[src/hw/rtl/fst_pkg.sv]
`timescale 1ns / 1ps

package fst_pkg;

    // Table geometry.
    localparam int MAX_SEGMENTS = 16;
    localparam int SEG_IDX_W    = $clog2(MAX_SEGMENTS);
    localparam int CNT_W        = 5;

    // Item function codes.
    localparam logic [1:0] FUNC_LOAD   = 2'd0;
    localparam logic [1:0] FUNC_LOOKUP = 2'd1;
    localparam logic [1:0] FUNC_SIZE   = 2'd2;
    localparam logic [1:0] FUNC_SPLIT  = 2'd3;

    // One segment table entry.
    typedef struct packed {
        logic [7:0]  region;
        logic [31:0] start;
        logic [31:0] length;
        logic [31:0] phys;
        logic [7:0]  page_rd;
        logic [7:0]  page_wr;
    } seg_entry_t;

    // Commands from the controller to the datapath.
    typedef struct packed {
        logic load_entry;
        logic start_job;
        logic read_entry;
        logic check_entry;
        logic next_entry;
        logic emit_lookup;
        logic emit_chunk;
        logic advance;
        logic emit_final;
    } fst_cmd_t;

    // Status from the datapath to the controller.
    typedef struct packed {
        logic [1:0] job_func;
        logic       no_entries;
        logic       zero_length;
        logic       hit;
        logic       last_entry;
        logic       chunk_ends;
        logic       out_free;
    } fst_status_t;

endpackage

[src/hw/rtl/fst_datapath.sv]
`timescale 1ns / 1ps

module fst_datapath
    import fst_pkg::*;
(
    input  logic               clk,
    input  logic               rst_n,
    input  fst_cmd_t           cmd,
    output fst_status_t        status,
    input  logic               cfg_we,
    input  logic [CNT_W-1:0]   cfg_data,
    input  logic [1:0]         func,
    input  logic [3:0]         entry_index,
    input  logic [7:0]         region_id,
    input  logic [31:0]        region_offset,
    input  logic [31:0]        read_length,
    input  logic [7:0]         seg_region,
    input  logic [31:0]        seg_start,
    input  logic [31:0]        seg_length,
    input  logic [31:0]        seg_phys,
    input  logic [7:0]         seg_page_rd,
    input  logic [7:0]         seg_page_wr,
    output logic               out_valid,
    input  logic               out_ready,
    output logic               ok,
    output logic [31:0]        phys_addr,
    output logic [7:0]         page_read,
    output logic [7:0]         page_write,
    output logic [31:0]        chunk_len,
    output logic [31:0]        dest_offset,
    output logic [31:0]        region_size,
    output logic               last
);

    seg_entry_t seg_mem [MAX_SEGMENTS];
    seg_entry_t ent_q;

    logic [CNT_W-1:0]     cnt_reg;
    logic [CNT_W-1:0]     cnt_next;
    logic [CNT_W-1:0]     n_eff;
    logic [1:0]           func_reg, func_next;
    logic [7:0]           region_reg, region_next;
    logic [32:0]          off_reg, off_next;
    logic [31:0]          remain_reg, remain_next;
    logic [31:0]          done_reg, done_next;
    logic [31:0]          sum_reg, sum_next;
    logic                 found_reg, found_next;
    logic [SEG_IDX_W-1:0] idx_reg, idx_next;
    logic [32:0]          diff_reg, diff_next;
    logic [31:0]          chunk_reg, chunk_next;

    logic        ov_reg, ov_next;
    logic        ok_reg, ok_next;
    logic [31:0] phys_reg, phys_next;
    logic [7:0]  prd_reg, prd_next;
    logic [7:0]  pwr_reg, pwr_next;
    logic [31:0] clen_reg, clen_next;
    logic [31:0] doff_reg, doff_next;
    logic [31:0] rsize_reg, rsize_next;
    logic        last_reg, last_next;

    logic [32:0] start_ext;
    logic [32:0] end_ext;
    logic [32:0] diff;
    logic        match;
    logic        hit;
    logic [32:0] sum_ext;
    logic [31:0] avail;
    logic [31:0] chunk;
    logic [31:0] phys_sum;
    logic        out_free;

    // Table memory: written by load items, read into the entry register by the walk.
    always_ff @(posedge clk)
    begin
        if (cmd.load_entry)
        begin
            seg_mem[SEG_IDX_W'(entry_index)] <= '{region:  seg_region,
                                                  start:   seg_start,
                                                  length:  seg_length,
                                                  phys:    seg_phys,
                                                  page_rd: seg_page_rd,
                                                  page_wr: seg_page_wr};
        end
        if (cmd.read_entry)
        begin
            ent_q <= seg_mem[idx_reg];
        end
    end

    // Counts above the table depth act as the full table.
    assign n_eff = (cnt_reg > CNT_W'(MAX_SEGMENTS)) ? CNT_W'(MAX_SEGMENTS) : cnt_reg;

    // Coverage test on the entry just read, with the offset at 33 bits.
    assign start_ext = {1'b0, ent_q.start};
    assign end_ext   = start_ext + {1'b0, ent_q.length};
    assign diff      = off_reg - start_ext;
    assign match     = (ent_q.region == region_reg);
    assign hit       = match && (off_reg >= start_ext) && (off_reg < end_ext);
    assign sum_ext   = {1'b0, sum_reg} + {1'b0, ent_q.length};

    // Chunk sizing uses the registered distance into the entry.
    assign avail    = ent_q.length - diff_reg[31:0];
    assign chunk    = (remain_reg < avail) ? remain_reg : avail;
    assign phys_sum = ent_q.phys + diff_reg[31:0];
    assign out_free = !ov_reg || out_ready;

    always_comb
    begin
        cnt_next    = cfg_we ? cfg_data : cnt_reg;
        func_next   = func_reg;
        region_next = region_reg;
        off_next    = off_reg;
        remain_next = remain_reg;
        done_next   = done_reg;
        sum_next    = sum_reg;
        found_next  = found_reg;
        idx_next    = idx_reg;
        diff_next   = diff_reg;
        chunk_next  = chunk_reg;

        if (cmd.start_job)
        begin
            func_next   = func;
            region_next = region_id;
            off_next    = {1'b0, region_offset};
            remain_next = read_length;
            done_next   = '0;
            sum_next    = '0;
            found_next  = 1'b0;
            idx_next    = '0;
        end
        if (cmd.check_entry)
        begin
            diff_next = diff;
            if (func_reg == FUNC_SIZE && match)
            begin
                found_next = 1'b1;
                sum_next   = sum_ext[32] ? 32'hFFFF_FFFF : sum_ext[31:0];
            end
        end
        if (cmd.emit_chunk)
        begin
            chunk_next = chunk;
        end
        if (cmd.advance)
        begin
            off_next    = off_reg + {1'b0, chunk_reg};
            done_next   = done_reg + chunk_reg;
            remain_next = remain_reg - chunk_reg;
        end
        if (cmd.next_entry)
        begin
            idx_next = idx_reg + SEG_IDX_W'(1);
        end
    end

    // Output register.
    always_comb
    begin
        ov_next    = ov_reg && !out_ready;
        ok_next    = ok_reg;
        phys_next  = phys_reg;
        prd_next   = prd_reg;
        pwr_next   = pwr_reg;
        clen_next  = clen_reg;
        doff_next  = doff_reg;
        rsize_next = rsize_reg;
        last_next  = last_reg;

        if (cmd.emit_lookup || cmd.emit_chunk || cmd.emit_final)
        begin
            ov_next    = 1'b1;
            ok_next    = 1'b0;
            phys_next  = '0;
            prd_next   = '0;
            pwr_next   = '0;
            clen_next  = '0;
            doff_next  = '0;
            rsize_next = '0;
            last_next  = 1'b0;
            if (cmd.emit_lookup)
            begin
                ok_next   = 1'b1;
                phys_next = phys_sum;
                prd_next  = ent_q.page_rd;
                pwr_next  = ent_q.page_wr;
                last_next = 1'b1;
            end
            else if (cmd.emit_chunk)
            begin
                ok_next   = 1'b1;
                phys_next = phys_sum;
                prd_next  = ent_q.page_rd;
                clen_next = chunk;
                doff_next = done_reg;
            end
            else
            begin
                last_next = 1'b1;
                case (func_reg)
                    FUNC_SIZE:
                    begin
                        ok_next    = found_reg;
                        rsize_next = sum_reg;
                    end
                    FUNC_SPLIT:
                    begin
                        ok_next   = (remain_reg == '0);
                        doff_next = done_reg;
                    end
                    default:
                    begin
                        ok_next = 1'b0;
                    end
                endcase
            end
        end
    end

    always_ff @(posedge clk or negedge rst_n)
    begin
        if (!rst_n)
        begin
            cnt_reg <= '0;
            ov_reg  <= 1'b0;
        end
        else
        begin
            cnt_reg <= cnt_next;
            ov_reg  <= ov_next;
        end
    end

    always_ff @(posedge clk)
    begin
        func_reg   <= func_next;
        region_reg <= region_next;
        off_reg    <= off_next;
        remain_reg <= remain_next;
        done_reg   <= done_next;
        sum_reg    <= sum_next;
        found_reg  <= found_next;
        idx_reg    <= idx_next;
        diff_reg   <= diff_next;
        chunk_reg  <= chunk_next;
        ok_reg     <= ok_next;
        phys_reg   <= phys_next;
        prd_reg    <= prd_next;
        pwr_reg    <= pwr_next;
        clen_reg   <= clen_next;
        doff_reg   <= doff_next;
        rsize_reg  <= rsize_next;
        last_reg   <= last_next;
    end

    assign status.job_func    = func_reg;
    assign status.no_entries  = (n_eff == '0);
    assign status.zero_length = (read_length == '0);
    assign status.hit         = hit;
    assign status.last_entry  = (CNT_W'(idx_reg) == n_eff - CNT_W'(1));
    assign status.chunk_ends  = (chunk_reg == remain_reg);
    assign status.out_free    = out_free;

    assign out_valid   = ov_reg;
    assign ok          = ok_reg;
    assign phys_addr   = phys_reg;
    assign page_read   = prd_reg;
    assign page_write  = pwr_reg;
    assign chunk_len   = clen_reg;
    assign dest_offset = doff_reg;
    assign region_size = rsize_reg;
    assign last        = last_reg;

endmodule

[src/hw/rtl/fst_ctrl.sv]
`timescale 1ns / 1ps

module fst_ctrl
    import fst_pkg::*;
(
    input  logic        clk,
    input  logic        rst_n,
    input  logic        in_valid,
    input  logic [1:0]  in_func,
    input  fst_status_t status,
    output fst_cmd_t    cmd,
    output logic        in_ready
);

    localparam logic [2:0] S_IDLE = 3'd0;
    localparam logic [2:0] S_RD   = 3'd1;
    localparam logic [2:0] S_CHK  = 3'd2;
    localparam logic [2:0] S_EMIT = 3'd3;
    localparam logic [2:0] S_UPD  = 3'd4;
    localparam logic [2:0] S_FIN  = 3'd5;

    logic [2:0] state_reg;
    logic [2:0] state_next;

    always_comb
    begin
        state_next = state_reg;
        cmd        = '0;
        unique case (state_reg)
            S_IDLE:
            begin
                if (in_valid)
                begin
                    if (in_func == FUNC_LOAD)
                    begin
                        cmd.load_entry = 1'b1;
                    end
                    else
                    begin
                        cmd.start_job = 1'b1;
                        if (status.no_entries ||
                            (in_func == FUNC_SPLIT && status.zero_length))
                        begin
                            state_next = S_FIN;
                        end
                        else
                        begin
                            state_next = S_RD;
                        end
                    end
                end
            end
            S_RD:
            begin
                cmd.read_entry = 1'b1;
                state_next     = S_CHK;
            end
            S_CHK:
            begin
                cmd.check_entry = 1'b1;
                if (status.hit && status.job_func != FUNC_SIZE)
                begin
                    state_next = S_EMIT;
                end
                else if (status.last_entry)
                begin
                    state_next = S_FIN;
                end
                else
                begin
                    cmd.next_entry = 1'b1;
                    state_next     = S_RD;
                end
            end
            S_EMIT:
            begin
                if (status.out_free)
                begin
                    if (status.job_func == FUNC_LOOKUP)
                    begin
                        cmd.emit_lookup = 1'b1;
                        state_next      = S_IDLE;
                    end
                    else
                    begin
                        cmd.emit_chunk = 1'b1;
                        state_next     = S_UPD;
                    end
                end
            end
            S_UPD:
            begin
                cmd.advance = 1'b1;
                if (status.chunk_ends || status.last_entry)
                begin
                    state_next = S_FIN;
                end
                else
                begin
                    cmd.next_entry = 1'b1;
                    state_next     = S_RD;
                end
            end
            S_FIN:
            begin
                if (status.out_free)
                begin
                    cmd.emit_final = 1'b1;
                    state_next     = S_IDLE;
                end
            end
            default:
            begin
                state_next = S_IDLE;
            end
        endcase
    end

    always_ff @(posedge clk or negedge rst_n)
    begin
        if (!rst_n)
        begin
            state_reg <= S_IDLE;
        end
        else
        begin
            state_reg <= state_next;
        end
    end

    assign in_ready = (state_reg == S_IDLE);

endmodule

[src/hw/rtl/flash_segment_translator.sv]
`timescale 1ns / 1ps

// Channel    Direction  Handshake              Contents
// input      in         in_valid / in_ready    func, entry_index, region query, segment fields
// output     out        out_valid / out_ready  ok, phys_addr, pages, chunk, offsets, size, last
// config     in         cfg_we (no wait)       cfg_data = entry_count
//
// A load item writes one table entry. A query walks at most the first entry_count
// entries of the table, each in a registered table read and a coverage check, and
// every chunk a read split emits adds an emit step and an offset advance step.
// Reset clears the state machine, the entry count and the output valid; the table
// itself is not cleared. A stalled output holds the walk at the next result.
module flash_segment_translator
    import fst_pkg::*;
(
    input  logic             clk,
    input  logic             rst_n,
    input  logic             cfg_we,
    input  logic [CNT_W-1:0] cfg_data,
    input  logic             in_valid,
    output logic             in_ready,
    input  logic [1:0]       func,
    input  logic [3:0]       entry_index,
    input  logic [7:0]       region_id,
    input  logic [31:0]      region_offset,
    input  logic [31:0]      read_length,
    input  logic [7:0]       seg_region,
    input  logic [31:0]      seg_start,
    input  logic [31:0]      seg_length,
    input  logic [31:0]      seg_phys,
    input  logic [7:0]       seg_page_rd,
    input  logic [7:0]       seg_page_wr,
    output logic             out_valid,
    input  logic             out_ready,
    output logic             ok,
    output logic [31:0]      phys_addr,
    output logic [7:0]       page_read,
    output logic [7:0]       page_write,
    output logic [31:0]      chunk_len,
    output logic [31:0]      dest_offset,
    output logic [31:0]      region_size,
    output logic             last
);

    fst_cmd_t    cmd;
    fst_status_t status;

    // The controller sequences the table walk; it sees only in_valid, func and the status.
    fst_ctrl u_ctrl (
        .clk      (clk),
        .rst_n    (rst_n),
        .in_valid (in_valid),
        .in_func  (func),
        .status   (status),
        .cmd      (cmd),
        .in_ready (in_ready)
    );

    // The datapath holds the table, the walk registers and the output register.
    fst_datapath u_datapath (
        .clk           (clk),
        .rst_n         (rst_n),
        .cmd           (cmd),
        .status        (status),
        .cfg_we        (cfg_we),
        .cfg_data      (cfg_data),
        .func          (func),
        .entry_index   (entry_index),
        .region_id     (region_id),
        .region_offset (region_offset),
        .read_length   (read_length),
        .seg_region    (seg_region),
        .seg_start     (seg_start),
        .seg_length    (seg_length),
        .seg_phys      (seg_phys),
        .seg_page_rd   (seg_page_rd),
        .seg_page_wr   (seg_page_wr),
        .out_valid     (out_valid),
        .out_ready     (out_ready),
        .ok            (ok),
        .phys_addr     (phys_addr),
        .page_read     (page_read),
        .page_write    (page_write),
        .chunk_len     (chunk_len),
        .dest_offset   (dest_offset),
        .region_size   (region_size),
        .last          (last)
    );

`ifndef SYNTHESIS
    // A result that is not the final one is always a non-empty chunk.
    a_chunk_nonzero: assert property (@(posedge clk) disable iff (!rst_n)
        out_valid && !last |-> ok && (chunk_len != '0))
        else $error("intermediate result without a chunk");

    // A failed lookup, size query or split always closes its item.
    a_fail_is_last: assert property (@(posedge clk) disable iff (!rst_n)
        out_valid && !ok |-> last)
        else $error("failing result not marked last");

    // The closing result carries no chunk length.
    a_last_no_chunk: assert property (@(posedge clk) disable iff (!rst_n)
        out_valid && last |-> chunk_len == '0)
        else $error("closing result carries a chunk length");

    // Results never appear in the cycle right after an item is taken.
    a_no_early_result: assert property (@(posedge clk) disable iff (!rst_n)
        in_valid && in_ready |=> !$rose(out_valid))
        else $error("result raised straight after accepting an item");
`endif

endmodule
[config.mk]
export PLATFORM = sky130hd
export DESIGN_NAME = flash_segment_translator
export DESIGN_NICKNAME = d
export VERILOG_FILES = /design/src/hw/rtl/fst_pkg.sv /design/src/hw/rtl/fst_datapath.sv /design/src/hw/rtl/fst_ctrl.sv /design/src/hw/rtl/flash_segment_translator.sv
export SDC_FILE = /design/constraint.sdc
export NUM_CORES = 2
export LEC_CHECK = 0
export ABC_AREA = 1
export BUFFER_PORTS_ARGS = -buffer_cell sky130_fd_sc_hd__clkbuf_2
export CELL_PAD_IN_SITES_DETAIL_PLACEMENT = 0
export CELL_PAD_IN_SITES_GLOBAL_PLACEMENT = 1
export CORE_ASPECT_RATIO = 0.6
export CORE_MARGIN = 10
export CORE_UTILIZATION = 45
export DETAILED_ROUTE_END_ITERATION = 12
export PLACE_DENSITY = 0.7
export SYNTH_ARGS = -nofsm -noshare
export SYNTH_HDL_FRONTEND = slang
export SYNTH_SLANG_ARGS = --single-unit
[constraint.sdc]
create_clock -name clk -period 12 [get_ports clk]
set_input_delay 2.4 -clock clk [delete_from_list [all_inputs] [get_ports clk]]
set_output_delay 2.4 -clock clk [all_outputs]
set_load 0.005 [all_outputs]
# After elaboration in Yosys (flattened, before gate mapping)
# Memory sizes are Yosys's and may differ from the RTL's. A register that Yosys moved wholly into a read port is not among the register bits.
# Cells that the tools add are included.
# word_totals
register_bits	363
word_cells	134
mem_bits_rw	1920
n_memories	1
in_bits	208
output_inout_bits	148
# mem_list
name	words	word_bits	rd	rd_ports_with_merged_regs	wr	line	rtl
u_datapath.seg_mem	16	120	1	1	1	fst_datapath.sv:35	seg_entry_t seg_mem [MAX_SEGMENTS];
# classes
magnitude_cmp	4
eq_ne	17
reduce_logical	24
n_mux	55
n_bitwise	2
add_sub_neg	10
# op_table
op	count
$mux 32	13
$sub 32x32->32	3
$add 32x32->33	2
$mux 33	2
$add 32x32->32	2
$logic_not 32->1	2
$add 33x32->33	1
$ge 33x32->1	1
$lt 33x33->1	1
$eq 32x32->1	1
$lt 32x32->1	1
$mux 3	9
$mux 1	19
$pmux 3 s6	1
$mux 8	2
$eq 8x8->1	1
$mux 2	4
$mux 4	2
$eq 2x2->1 const B	3
$eq 3x2->1 const B	2
$eq 3x3->1 const B	2
$logic_and 1x1->1	6
$ne 2x2->1 const B	3
$eq 4x5->1	1
other kinds (18)	28

# Longest topological paths before layout
# logic_depth
ltp_word	8
ltp_mapped	25
depth_no_buf	24

# Hierarchy
# Synthesis repeated with hierarchy kept, for this count alone.
# unflattened
hier_cells	9488
hier_area_um2	110214.5
# modules_own_cells
module	cells_per_inst	seq_area_each_um2	n_inst	area_per_inst_um2
fst_datapath	9436	71708.8	1	109907.9
fst_ctrl	52	75.1	1	306.5

# Worst setup path after synthesis
# No wires, ideal clock.
# synth_timing
path_kind	reg-to-reg
start	register u_ctrl.state_reg[2]
end	register, netlist name u_datapath.ent_q[0]
arrival_ns	8.692
slack_ns	2.558
path_buffers	0
setup_time_ns	0.749
path_stages_with_launch	2
cell_sequence	dfrtp_1 nor3_1
# synth_between
elab_chain_len	2
# synth_rtl
element	line	rtl
from (decl)	fst_ctrl.sv:22	logic [2:0] state_reg;
from (signal assigned)	fst_ctrl.sv:127	state_reg <= state_next;
$eq 3x1->1	fst_ctrl.sv:29	unique case (state_reg)
$mux 1	fst_ctrl.sv:29	
# Every way passes these cells.
# A chain may end at the register's enable or synchronous reset.

# Final worst setup path
# layout_timing
start	input func[1]
end	memory u_datapath.seg_mem[0][30] (netlist bit) (enable)
# layout_between
elab_chain_len	6
# layout_rtl
element	line	rtl
from (decl)	flash_segment_translator.sv:22	input logic [1:0] func,
$logic_not 2->1	fst_ctrl.sv:34	if (in_func == FUNC_LOAD)
$mux 1	fst_ctrl.sv:34	
$mux 2	fst_ctrl.sv:32	if (in_valid)
$mux 2	fst_ctrl.sv:29	
$mux 1	fst_datapath.sv:76	if (cmd.load_entry)
$mux 1 (implied by the code)	fst_datapath.sv:78	seg_mem[SEG_IDX_W'(entry_index)] <= '{region: seg_region,
to (decl)	fst_datapath.sv:35	
# Every way passes these cells.

==> reports/metrics.cfg <==
[yosys]
synthesis.area_um2 = 108000
ys_warn_count = 0
async_reset_ff_frac = 0.00375
synth_fp_nets = 10100
synth-seq-cells = 2403
ys_types = 61
syn_inst = 9549
synth_edf_count = 2361
synth_ff_type = edfxtp_1
synth_area_per_cell_um2 = 11.3
seq_area_frac_synth = 0.666

[global_route]
grt_use_total = 0.267
grt_pass1_vias = 70100
grt.overflow.total = 0
grt_start_max_net_pins = 166
grt_pass1_wl_mm = 512
antenna_found_initial = 55

[sta]
tightest_slew_ps = 1490
holdWs_ps = 457
tns_ps = 0
drv_slew = 0
period_needed_ps = 6260
fmax_mhz = 160
slew_headroom = 0.0000518
post-route-period-util = 0.521
fin_skew_ps = 98.9
rsz0062_at_grt = no
hold_viol = 0
finalSetupViolCount = 0

[worst_hold_path]
min_path_cells = 2
holdCritStartpoint = u_datapath.found_reg
hold_path_end = u_datapath.found_reg
hold_class = reg2reg

[cells_and_area]
regArea_um2 = 71800
area_growth_pct = 11.5
nets = 10300
final_layout_size_suffix_gt1_frac = 0.0902
largest_reg_flops = 1920
multi_input_comb_area_um2 = 32100
num-fill-cells = 21100

[clocking]
tritoncts.num_buffers = 224
cts-hold-fix-buffers = 0
htreeDepth = 4
cts_root_buffer = clkbuf_16
insertion_delay_ps = 900
clkSinkCount = 2403
cts_tree = built
cts_setup_buffers = 0
clkTransAtPathRegs_ps = 60
cts_resized = 0
clockBufferDepth = 4

[drt]
drt_iter0_drc = 9858
viasPerCell = 5.88
routed_wl_mm = 362
wl_per_cell_um = 27.5
postRouteAntennaNets = 0
dr.pass1.iters = 7
drc_errors = 0
route.vias.total = 77300

[flow_run]
maxCapViolCount = 2

[setup_path]
rr_worst_depth = 7
crit_path_max_fanout = 46
r2r-end = u_datapath.ent_q[93]
endpoint_kind = flip-flop
worstSetupPathType = in2reg
r2r_slack_ps = 6500
r2r_start = u_datapath.idx_reg[0]
critPathRequiredTime_ps = 12510
start_kind = input port
critPathArrivalTime_ps = 6760

[power_and_ir_drop]
power_density_nw_per_um2 = 277
leakagePower_nw = 42.7
finalPower_mw = 33.3
irDropWorstVdd_uv = 209

[floorplan]
rows = 139
ios = 356
die_h_um = 399
die-area_um2 = 260000
fp.dieW_um = 652
core_um2 = 239000
start_util = 0.451

[place]
dpl.hpwl_mm = 236
gp_congestion = 0.960
io_buffers = 355

[run_status]
outcome = complete, but fails checks
violations = max-capacitance violations

[layout by cell type (no fill, tap or decap), types with 29 or more instances in the layout]
cell type and n:
clkbuf_1 35, ha_1 318, a21oi_1 440, clkinv_2 51, nor3_1 41, dfxtp_1 33, a21o_1 32, o22ai_1 569
o21ai_1 72, clkbuf_2 355, inv_1 589, a22oi_1 30, edfxtp_1 2361, xor2_1 75, o21ai_0 1352, buf_4 97
clkinv_1 36, nand4_1 40, xnor2_1 61, clkbuf_16 230, nand3b_1 42, nor2_1 1611, o21a_1 29, nor4_1 40
nand3_1 195, nand2_1 953
[cell type report]
cell class,instances,area share
sequential,2403,0.597
clock buffer,265,0.0490
timing repair buffer,472,0.0240
antenna,17,0.000354
multi-input combinational,6097,0.267
tap,3172,0.0330
inverter,602,0.0191
clock inverter,135,0.0104
[per-stage QoR]
step / std cells / setup WS, ps / util / area, um2
after CTS: 13100 / 5810 / 0.503 / 120000
after detailed placement: 12700 / 4860 / 0.473 / 113000
after global placement: 12700 / 4880 / 0.473 / 113000
after global routing: 13100 / 5690 / 0.503 / 120000
after floorplan: 9549 / 2560 / - / 108000
final: 13200 / 5740 / 0.503 / 120000
[worst max-delay path, cell delays in order]
cell and delay, ps:
clkbuf_2 110, nor4_1 1210, nand2_1 570, nor2_4 190, buf_4 630, buf_4 680
buf_4 810
[worst max path at each step]
stage                              from                   endpoint  slack [ps]  depth (start not counted)
global placement               in_valid  u_datapath.seg_mem[0][30]        4880                          8
floorplan           u_ctrl.state_reg[2]        u_datapath.ent_q[0]        2560                          1
CTS                            in_valid  u_datapath.seg_mem[0][30]        5810                          8
global route                    func[1]  u_datapath.seg_mem[0][34]        5690                          7
finish                          func[1]  u_datapath.seg_mem[0][30]        5740                          7
detailed placement              func[1]  u_datapath.seg_mem[0][30]        4860                          7
[cells by family (layout without fill, tap and decap cells)]
family / after synthesis / count (layout) / synth area share
DFF: 2403 / 2403 / 0.666
buffers and inverters: 1049 / 1474 / 0.0377
other: 0 / 17 / 0
and+or+nand+nor: 2987 / 2987 / 0.112
AOI/OAI and AO/OA: 2647 / 2647 / 0.135
adders and majority gates: 326 / 326 / 0.0384
muxes: 1 / 1 / 0.000104
xor gates and xnor gates: 136 / 136 / 0.0111
[synthesized netlist by cell type, types with 7 or more instances]
master,instances,area [um2]
nor2_1,1630,6120
a21oi_1,442,2210
buf_1,14,52.6
inv_1,591,2220
a31oi_1,21,131
o21ai_2,15,131
a21boi_0,7,52.6
nand4_1,40,250
dfrtp_1,9,225
nand3_1,195,976
o22ai_1,572,3580
nand2_1,954,3580
a21o_1,32,240
fa_1,8,160
clkbuf_1,351,1320
xnor2_1,61,534
dfxtp_1,33,661
buf_2,77,385
nor4_1,40,250
nor3_1,42,210
o21bai_1,25,188
nand3b_1,42,315
nand3_2,7,70.1
o21ai_1,72,360
o21ai_0,1352,6770
or2_2,16,100
xor2_1,75,657
a22oi_1,30,225
o31ai_1,8,60.1
edfxtp_1,2361,70900
inv_2,8,30.0
o21a_1,29,218
o211ai_1,10,75.1
ha_1,318,3980
[power breakdown]
part           total [mW]  switching (mW)  internal [mW]
Clock                7.13            3.18           3.95
Sequential           11.3           0.960           10.3
Combinational        14.9            10.6           4.32
Total                33.3            14.7           18.6
[metal layers]
layer / wire length [um] / GRT usage / share of wire
met3: 38400 / 0.0702 / 0.11
met5: 166 / 0 / 0.00046
met2: 144000 / 0.363 / 0.40
met1: 173000 / 0.429 / 0.48
met4: 6710 / 0.0481 / 0.019
Power figures use the tool's default switching activity.
